<file path="src/sv/assert_macros.svh">
`ifndef ASSERT_MACROS_SVH
`define ASSERT_MACROS_SVH

// same-cycle implication
`define SWS_ASSERT_NOW(lbl, clk, rst_n, ante, cons) \
    lbl: assert property (@(posedge clk) disable iff (!(rst_n)) (ante) |-> (cons)) \
        else $error("sws assertion failed");

// next-cycle implication
`define SWS_ASSERT_NXT(lbl, clk, rst_n, ante, cons) \
    lbl: assert property (@(posedge clk) disable iff (!(rst_n)) (ante) |=> (cons)) \
        else $error("sws assertion failed");

`endif

</file>
<file path="src/sv/sws_pkg.sv">
package sws_pkg;

    localparam int X_W     = 24;
    localparam int T_W     = 20;
    localparam int THR_W   = 21;
    localparam int SLOPE_W = 48;
    localparam int FRAC_W  = 16;

    localparam int SX_W    = 30;
    localparam int ST_W    = 26;
    localparam int STT_W   = 46;
    localparam int SXT_W   = 50;

    localparam int MA_W    = 31;
    localparam int MB_W    = 27;
    localparam int PROD_W  = MA_W + MB_W;
    localparam int DEN_W   = 54;
    localparam int NUM_W   = 58;
    localparam int MAG_W   = 57;

    localparam int DVD_W   = MAG_W + FRAC_W;
    localparam int DIVD_W  = DEN_W - 1;
    localparam int REM_W   = DIVD_W + 1;
    localparam int Q_W     = SLOPE_W + 1;
    localparam int CNT_W   = $clog2(DVD_W);

    localparam logic [Q_W-1:0] Q_CAP   = {1'b1, {SLOPE_W{1'b0}}};
    localparam logic [Q_W-1:0] POS_MAX = {2'b00, {(SLOPE_W-1){1'b1}}};
    localparam logic [Q_W-1:0] NEG_MAX = {2'b01, {(SLOPE_W-1){1'b0}}};

    typedef enum logic [3:0] {
        S_IDLE,
        S_MXT,
        S_MOXT,
        S_MTT,
        S_MOTT,
        S_MSQ,
        S_MSXT,
        S_NUM,
        S_CHECK,
        S_DSTART,
        S_DWAIT,
        S_DONE
    } t_state;

    typedef enum logic [3:0] {
        OP_NONE,
        OP_ACCEPT,
        OP_MXT,
        OP_MOXT,
        OP_MTT,
        OP_MOTT,
        OP_MSQ,
        OP_MSXT,
        OP_NUM,
        OP_CHECK
    } t_op;

    typedef struct packed {
        t_op  op;
        logic div_start;
        logic load_out;
    } t_cmd;

    typedef struct packed {
        logic degen;
        logic div_busy;
    } t_dstat;

endpackage

</file>
<file path="src/sv/sws_ctrl.sv">
`include "assert_macros.svh"

module sws_ctrl (
    input  logic           i_clk,
    input  logic           i_rst_n,
    input  logic           i_s_valid,
    input  logic           i_out_free,
    input  sws_pkg::t_dstat i_stat,
    output logic           o_s_ready,
    output sws_pkg::t_cmd  o_cmd
);

    sws_pkg::t_state r_state;
    sws_pkg::t_state n_state;

    always_ff @(posedge i_clk) begin
        if (!i_rst_n) begin
            r_state <= sws_pkg::S_IDLE;
        end else begin
            r_state <= n_state;
        end
    end

    always_comb begin
        n_state = r_state;
        case (r_state)
            sws_pkg::S_IDLE: begin
                if (i_s_valid) begin
                    n_state = sws_pkg::S_MXT;
                end
            end
            sws_pkg::S_MXT:    n_state = sws_pkg::S_MOXT;
            sws_pkg::S_MOXT:   n_state = sws_pkg::S_MTT;
            sws_pkg::S_MTT:    n_state = sws_pkg::S_MOTT;
            sws_pkg::S_MOTT:   n_state = sws_pkg::S_MSQ;
            sws_pkg::S_MSQ:    n_state = sws_pkg::S_MSXT;
            sws_pkg::S_MSXT:   n_state = sws_pkg::S_NUM;
            sws_pkg::S_NUM:    n_state = sws_pkg::S_CHECK;
            sws_pkg::S_CHECK: begin
                n_state = i_stat.degen ? sws_pkg::S_DONE : sws_pkg::S_DSTART;
            end
            sws_pkg::S_DSTART: n_state = sws_pkg::S_DWAIT;
            sws_pkg::S_DWAIT: begin
                if (!i_stat.div_busy) begin
                    n_state = sws_pkg::S_DONE;
                end
            end
            sws_pkg::S_DONE: begin
                if (i_out_free) begin
                    n_state = sws_pkg::S_IDLE;
                end
            end
            default: n_state = sws_pkg::S_IDLE;
        endcase
    end

    always_comb begin
        o_s_ready       = 1'b0;
        o_cmd.op        = sws_pkg::OP_NONE;
        o_cmd.div_start = 1'b0;
        o_cmd.load_out  = 1'b0;
        case (r_state)
            sws_pkg::S_IDLE: begin
                o_s_ready = i_rst_n;
                if (i_s_valid && i_rst_n) begin
                    o_cmd.op = sws_pkg::OP_ACCEPT;
                end
            end
            sws_pkg::S_MXT:    o_cmd.op = sws_pkg::OP_MXT;
            sws_pkg::S_MOXT:   o_cmd.op = sws_pkg::OP_MOXT;
            sws_pkg::S_MTT:    o_cmd.op = sws_pkg::OP_MTT;
            sws_pkg::S_MOTT:   o_cmd.op = sws_pkg::OP_MOTT;
            sws_pkg::S_MSQ:    o_cmd.op = sws_pkg::OP_MSQ;
            sws_pkg::S_MSXT:   o_cmd.op = sws_pkg::OP_MSXT;
            sws_pkg::S_NUM:    o_cmd.op = sws_pkg::OP_NUM;
            sws_pkg::S_CHECK:  o_cmd.op = sws_pkg::OP_CHECK;
            sws_pkg::S_DSTART: o_cmd.div_start = 1'b1;
            sws_pkg::S_DONE:   o_cmd.load_out = i_out_free;
            default: begin
            end
        endcase
    end

    `SWS_ASSERT_NXT(a_accept_seq, i_clk, i_rst_n, o_cmd.op == sws_pkg::OP_ACCEPT, r_state == sws_pkg::S_MXT)
    `SWS_ASSERT_NXT(a_start_wait, i_clk, i_rst_n, o_cmd.div_start, i_stat.div_busy)

endmodule

</file>
<file path="config.mk">
export PLATFORM = sky130hd
export DESIGN_NAME = sws_ctrl
export DESIGN_NICKNAME = d
export VERILOG_FILES = /design/src/sv/sws_pkg.sv /design/src/sv/sws_ctrl.sv
export VERILOG_INCLUDE_DIRS = /design/src /design/src/sv
export SDC_FILE = /design/constraint.sdc
export NUM_CORES = 1
export LEC_CHECK = 0
export ABC_AREA = 0
export BUFFER_PORTS_ARGS = -buffer_cell sky130_fd_sc_hd__clkbuf_2
export CAP_MARGIN = 20
export CORE_AREA = 2 2 39 41
export CTS_CLUSTER_DIAMETER = 100
export DETAILED_ROUTE_END_ITERATION = 6
export DIE_AREA = 0 0 41 43
export HOLD_SLACK_MARGIN = 0.15
export PLACE_DENSITY = 0.57
export SLEW_MARGIN = 20
export SYNTH_ARGS = -nofsm -noshare
export SYNTH_HDL_FRONTEND = slang
export SYNTH_SLANG_ARGS = --single-unit
</file>
<file path="constraint.sdc">
create_clock -name i_clk -period 1.3 [get_ports i_clk]
set_input_delay 0.26 -clock i_clk [delete_from_list [all_inputs] [get_ports i_clk]]
set_output_delay 0.26 -clock i_clk [all_outputs]
set_load 0.05 [all_outputs]
</file>
## After elaboration in Yosys (flattened, before gate mapping)

Cells that the tools add are included.

- Register bits: 4
- Output and inout bits: 7
- Input bits: 6

- Reduce and logical (&&, ||, !) cells: 3
- Multiplexer cells: 10
- Eq/ne operators: 14

Operators by type and width:

| operator | count |
|---|---|
| one-hot mux 4 bit (12 select lines) | 1 |
| one-hot mux 4 bit (9 select lines) | 1 |
| == test 4 x 3 -> 1 bit (second input constant) | 4 |
| == test 4 bit (second input constant) | 4 |
| 2-to-1 mux 4 bit | 3 |
| == test 4 x 2 -> 1 bit (second input constant) | 2 |
| != test 2 bit (second input constant) | 3 |
| == test 4 x 1 -> 1 bit (second input constant) | 1 |
| logical NOT 4 bit | 1 |
| 2-to-1 mux 1 bit | 4 |
| AND reduction 3 bit | 1 |
| 2-to-1 mux 2 bit | 1 |
| logical AND 1 bit | 1 |

## Longest topological paths before layout

Gate-level depths: netlist of run 1.

- Depth after elaboration: 3
- Mapped depth: 4
- Depth with buffers taken out: 3

## Worst setup path before layout of run 1

Ideal clock, no wire load.

- Kind: reg2out
- From: register r_state[2]
- To: output o_s_ready
- Arrival: 2.323 ns
- Cell stages (with the launch flop): 3
- Setup slack: -1.283 ns
- Buffers on the path: 0
- Cells stage by stage: dfxtp_1 -> or2_2 -> nor4b_1

- Cells in the longest elaborated chain, start to end: 2

RTL lines:

| item | line | source |
|---|---|---|
| from (decl) | sws_ctrl.sv:13 | `sws_pkg::t_state r_state;` |
| from (signal assigned) | sws_ctrl.sv:18 | `r_state <= sws_pkg::S_IDLE;` |
| from (signal assigned) | sws_ctrl.sv:20 | `r_state <= n_state;` |
| logical NOT 4 bit | sws_ctrl.sv:62 | `case (r_state)` |
| 2-to-1 mux 1 bit | sws_ctrl.sv:62 |  |
| to (decl) | sws_ctrl.sv:9 | `output logic o_s_ready,` |

Every way passes these cells.

==> results of run 1 <==
[stage by stage]
stage	TNS, ns	utilization, %
6_report	-1.49	52.6
3_5_place_dp	-0.514	40.9
3_3_place_gp	-0.448	40.9
4_1_cts	-1.52	50.5
5_1_grt	-1.97	52.6
2_1_floorplan	-0.350	-
[power by group through the flow]
stage	combinational (W)	clock, W	sequential, W
floorplan	0.000182	0	0.000145
global placement	0.000246	0	0.000150
detailed placement	0.000250	0	0.000150
CTS	0.000303	0.000185	0.000150
global route	0.000332	0.000195	0.000151
finish	0.000315	0.000179	0.000149
[layer usage]
| layer | up-vias | track usage (%) | wire, um |
|---|---|---|---|
| met1 | 216 | 17.4 | 472 |
| met3 | 2 | 1.57 | 34 |
| met4 | 0 | 12.0 | 21 |
| met2 | 13 | 24.7 | 619 |
| met5 | - | 0 | 0 |
| li1 | 216 | - | - |
[critical path: stages, from the launching register on]
cell and delay, ns:
dfxtp_2 0.31, or2_4 0.27, a211oi_2 0.15, buf_4 0.14, a211oi_4 0.03, buf_8 0.15
[path summary, 6_finish.rpt]
| path | start | end | cells after the start |
|---|---|---|---|
| setup / recovery | r_state[2] | o_cmd[2] | 5 |
| hold / removal | i_out_free | r_state[0] | 3 |
| setup reg to reg | r_state[1] | r_state[1] | 5 |
| hold reg to reg | r_state[2] | r_state[3] | 4 |
[cell usage in the layout, fill, tap and decap left out, drive strengths merged]
cell type and n:
buf 25, clkbuf 10, nand2 4, dfxtp 4, a211oi 3, nand3 2
o22ai 2, nor2 2, o21ai 2, and3 1, a21bo 1, nand3b 1
a21oi 1, nand4b 1, or2 1, xnor2 1, nor3 1, nor4b 1
inv 1, a21boi 1, or4 1, o211ai 1, a21o 1, nand4 1
a41o 1, nand2b 1, and2 1
[what timing repair did]
item	in CTS	in global routing
pin swaps	5	1
setup buffers	3	2
setup endpoints to repair	9	10
hold endpoints to repair	0	0
gates resized for setup	22	8
[cell type report]
class,instances,area share [%]
Clock buffer,4,3.61
Inverter,1,0.515
Multi-Input combinational cell,32,41.2
Sequential cell,4,12.4
Tap cell,16,2.75
Timing Repair Buffer,31,39.5
[cells by family after synthesis]
group / after synthesis
AND/OR/NAND/NOR: 18
AO/OA/AOI/OAI: 13
flip-flops: 4
buffers and inverters: 4
XOR/XNOR: 1
==> impl_metrics.yaml, run 1 <==
yosys:
  synth-xor-area-share_pct: 2.81
  synth_edf_count: 0
  ys.warnings.count: 0
  synth_largest_area_cell: "dfxtp_1"
  synth_top_family_by_area: "simple AND/OR/NAND/NOR gates"
  ys_ff_latch: 4
  synth_compound_area_share_pct: 31.3
  syn_area_per_cell_um2: 7.79
  async_flop_share_pct: 0
  yosys-top-cells-count: "4 x dfxtp_1, 4 x nand2_1, 3 x a211oi_1"
  synth-adder-area-share_pct: 0
  yosys.cell_types.count: 27
  yosysTopAreaCellShare_pct: 25.7
  synth_area_leaders: "dfxtp_1 26%, a211oi_1 7.2%, buf_4 4.8%, nand2_1 4.8%, o211ai_2 4.0%"
  syn_area_um2: 312
  syn_nets: 46
  synthSimpleGateAreaFrac_pct: 32.5
  synth_mux_area_share_pct: 0
  synth_ff_type: "dfxtp_1"
  syn-instance-count: 40
  seq_area_frac_synth_pct: 25.7
power_and_ir_drop:
  p_int_w: 0.000401
  power_frac_seq_pct: 23.2
  power_density_nw_per_um2: 883
  power.switching_w: 0.000241
  p_sw_share_pct: 37.5
  p_total_w: 0.000643
  power_frac_comb_pct: 49.0
  power_frac_clock_pct: 27.8
  static-leakage-power_nw: 0.310
  ir_drop_mv: 0.505
sta:
  final_hold_viol_count: 0
  rsz0062_at_grt: "true"
  finalWorstSetupSlack_ns: -0.254
  finalCritPeriodShare_pct: 120
  worst_pin_slew_ns: 0.217
  skew_ns: 0.0101
  fmax_mhz: 644
  slew_violations: 0
  relSlewSlack_pct: 85.4
  period_minus_slack_ns: 1.55
  whs_ns: 0.339
  setup_viol_count_final: 9
drt:
  drt_wl_total_um: 1150
  drcViolationCount: 0
  drtAntennaViolNets: 0
  post_drt_wl_per_cell_um: 13.0
  drt_iter0_drc: 8
  drtPass1Iterations: 4
  vias_per_cell: 5.08
  vias: 447
die:
  die_h_um: 43
  io-pin-count: 13
  core_area_um2: 1380
  rows: 14
  start_util_pct: 22.5
  die_w_um: 41
  die_area_um2: 1760
cells_and_area:
  largest_register: "r_state"
  fillerInstances: 129
  final_layout_size_suffix_gt1_share_pct: 73.6
  regArea_um2: 90.1
  nets: 79
  largest_reg_flops: 4
  multi_input_area_um2: 300
  synthToLayoutAreaGrowth_pct: 134
  diodes: 0
  stdcell_area_um2: 728
  top_regs: "r_state (4)"
  instances_no_fill: 88
setup_path:
  cp_data_required_time_ns: 1.04
  timing.reg2reg.setup_slack_ns: -0.16
  criticalPathCategory: "reg -> out"
  crit_arrival_ns: 1.29
  worstSetupStartpointType: "flop"
  critPathCaptureType: "primary output"
  worst-path-max-fanout: 3
global_route:
  grt_overflow: 0
  grt_util_all_layers_pct: 15.5
  antenna_found_initial: 0
  grt_max_degree: 11
  grt_pass1_vias: 436
  grt_pass1_wl_um: 1810
clock_network:
  clock_latency_ns: 0.25
  clock-sinks: 4
  cts-buffers-inserted: 3
  root_buffer: "clkbuf_4"
  clk_pin_slew_ns: 0.05
  clock_path_buffers: 2
  cts_tree: "done"
  htree_levels: 1
  cts_hold_buf: 0
placement:
  place_area_um2: 566
  pre_cts_ws_ns: -0.150
  dp_cells: 79
  dp_hpwl_um: 724
  port_buffers: 12
  gp_congestion: 0.758
run_status:
  violations: "negative setup slack"
  outcome: "complete, but fails checks"
flow_run:
  maxCapViolations: 0
min_path:
  hold_class: "in -> reg"
No activity file was read; power rests on OpenSTA's default activity.
==> run 2, diff against run 1 <==
--- a/config.mk
+++ b/config.mk
@@ -6,7 +6,7 @@
 export SDC_FILE = /design/constraint.sdc
 export NUM_CORES = 1
 export LEC_CHECK = 0
-export ABC_AREA = 0
+export ABC_AREA = 1
 export BUFFER_PORTS_ARGS = -buffer_cell sky130_fd_sc_hd__clkbuf_2
 export CAP_MARGIN = 20
 export CORE_AREA = 2 2 39 41
==> run 2 against run 1 <==
  * The flow still finishes with violations (negative setup slack)
  * Worst setup slack lost 0.038 ns
  * Via count grew 9.2%
  * First-iteration DRC count shrank 38%
  * Sequential power shrank 5%
  * Synthesized area is the same
==> impl_metrics.yaml, run 2 <==
sta:
  finalWorstSetupSlack_ns: -0.291
  rsz0062_at_grt: "true"
  worst_pin_slew_ns: 0.214
  skew_ns: 0.00632
  setup_viol_count_final: 7
  slew_violations: 0
  fmax_mhz: 628
  final_hold_viol_count: 0
  relSlewSlack_pct: 85.7
  setup_tns_ns: -1.21
  period_minus_slack_ns: 1.59
  finalCritPeriodShare_pct: 122
yosys:
  seq_area_frac_synth_pct: 25.7
  syn_area_per_cell_um2: 5.47
  synth_edf_count: 0
  syn_nets: 63
  synthSimpleGateAreaFrac_pct: 46.6
  synth_area_leaders: "dfxtp_1 26%, nand2_1 20%, inv_1 13%, nor2_1 9.6%, a21oi_1 8.0%"
  syn-instance-count: 57
  yosys.cell_types.count: 14
  synth-adder-area-share_pct: 0
  ys.warnings.count: 0
  async_flop_share_pct: 0
  synth_ff_type: "dfxtp_1"
  synth_compound_area_share_pct: 12.0
  ys_ff_latch: 4
  synth_mux_area_share_pct: 0
  synth_largest_area_cell: "dfxtp_1"
  syn_area_um2: 312
  synth-xor-area-share_pct: 0
  synth_top_family_by_area: "simple AND/OR/NAND/NOR gates"
  yosysTopAreaCellShare_pct: 25.7
  yosys-top-cells-count: "17 x nand2_1, 11 x inv_1, 8 x nor2_1"
  synth.most_common_cell: "nand2_1"
die:
  core_area_um2: 1380
  die_w_um: 41
  die_area_um2: 1760
  die_h_um: 43
  rows: 14
  start_util_pct: 22.5
  io-pin-count: 13
drt:
  vias_per_cell: 4.65
  drtAntennaViolNets: 0
  drt_iter0_drc: 5
  vias: 488
  drtPass1Iterations: 4
  drt_wl_total_um: 1200
  post_drt_wl_per_cell_um: 11.4
  drcViolationCount: 0
cells_and_area:
  final_common_cell: "buf_4"
  top_regs: "r_state (4)"
  final_cell_mix: "15 x buf_4, 13 x nand2_1, 9 x inv_1, 5 x clkbuf_2"
  fillerInstances: 120
  diodes: 0
  final_layout_size_suffix_gt1_share_pct: 61.8
  largest_reg_flops: 4
  synthToLayoutAreaGrowth_pct: 133
  largest_register: "r_state"
  nets: 97
clock_network:
  clock_path_buffers: 2
  cts_hold_buf: 0
  cts_tree: "done"
  clock-sinks: 4
  root_buffer: "clkbuf_4"
  htree_levels: 1
  clock_latency_ns: 0.24
  cts-buffers-inserted: 3
  clk_pin_slew_ns: 0.04
setup_path:
  cp_cell_sequence: "nor2_4 -> inv_2 -> nor3_4 -> nand2_1 -> o211ai_1 -> clkbuf_8"
  cp_data_required_time_ns: 1.04
  reg2reg_depth: 9
  worstReg2RegStart: "r_state[1]"
  critPathCaptureType: "primary output"
  criticalPathCategory: "reg -> out"
  cp_slowest_cell: "dfxtp_4"
  worstSetupStartpointType: "flop"
  worst-path-max-fanout: 4
  rr_endpoint: "r_state[3]"
  timing.reg2reg.setup_slack_ns: 0.09
  slowest_delay_ns: 0.36
  crit_arrival_ns: 1.33
min_path:
  holdPathStages: 4
  hp-start: "i_rst_n"
  hold_end: "r_state[0]"
  hold_class: "in -> reg"
power_and_ir_drop:
  power_density_nw_per_um2: 825
  ir_drop_mv: 0.499
  static-leakage-power_nw: 0.405
  p_total_w: 0.000598
global_route:
  grt_overflow: 0
  grt_max_degree: 5
  grt_pass1_vias: 485
  grt_util_all_layers_pct: 17.6
  grt_pass1_wl_um: 2010
  antenna_found_initial: 0
placement:
  dp_hpwl_um: 806
  port_buffers: 12
  gp_congestion: 0.851
run_status:
  outcome: "complete, but fails checks"
  violations: "negative setup slack"
flow_run:
  maxCapViolations: 0
run 2: changes by cell type after synthesis, sizes merged, moves of 2 or more:
cell | before | now
nand2 | 4 | 18
o22ai | 2 | 0
a211oi | 3 | 0
buf | 3 | 0
inv | 1 | 13
nor2 | 2 | 10
a21oi | 1 | 5
run 2: report_power, final:
part | switching [W] | internal, W | total (W)
combinational | 0.000157 | 0.000137 | 0.000294
clock | 0.0000593 | 0.000104 | 0.000163
sequential | 0.0000121 | 0.000129 | 0.000141
total | 0.000228 | 0.000369 | 0.000598
run 2: timing repair:
item	CTS	global route
setup buffers	4	1
endpoints found under the setup margin	7	7
gates resized for setup	33	10
pin swaps	4	3
run 2: cell type report:
class | count | area, um2 | share of cell area, %
clock buffer | 3 | 22.5 | 3.11
inverter | 13 | 51.3 | 7.08
timing repair buffer | 29 | 273 | 37.7
tap | 16 | 20.0 | 2.76
sequential | 4 | 92.6 | 12.8
multi-input combinational | 40 | 265 | 36.6
run 2: worst max path at each step:
| stage | from | endpoint | depth (start not counted) |
|---|---|---|---|
| after floorplan | r_state[3] | o_cmd[2] | 5 |
| after global placement | r_state[3] | o_cmd[2] | 6 |
| after detailed placement | r_state[3] | o_cmd[2] | 6 |
| after CTS | r_state[1] | o_cmd[2] | 6 |
| after global routing | r_state[3] | o_cmd[2] | 6 |
| final | r_state[3] | o_cmd[2] | 6 |
run 2: cell families after synthesis:
| group | after synthesis |
|---|---|
| AND/OR/NAND/NOR | 33 |
| AO/OA/AOI/OAI | 7 |
| flip-flops | 4 |
| buffers and inverters | 13 |
run 2: layer usage:
metal  part of all wire [%]  vias up  track usage, %
li1                       -      241               -
met1                     34      219            18.4
met2                     56       20            26.3
met3                    3.7        8            3.14
met4                    5.8        0            18.7
met5                      0        -               0
run 2: worst max-delay path: cells and delay by family (launching register included):
family,cells,cell delay (ns)
simple gates,3,0.35
buf+inv,2,0.28
flops,1,0.36
compound gates,1,0.11
run 2: metrics by stage:
stage	area (um2)	hold slack (ns)	utilization, %	cells	setup slack, ns
4_1_cts	691	0.314	49.9	105	-0.245
3_3_place_gp	518	0.546	37.4	98	-0.0818
5_1_grt	724	0.324	52.4	105	-0.399
6_report	724	0.319	52.4	105	-0.291
2_1_floorplan	340	0.358	-	57	-0.506
3_5_place_dp	518	0.559	37.4	98	-0.0839
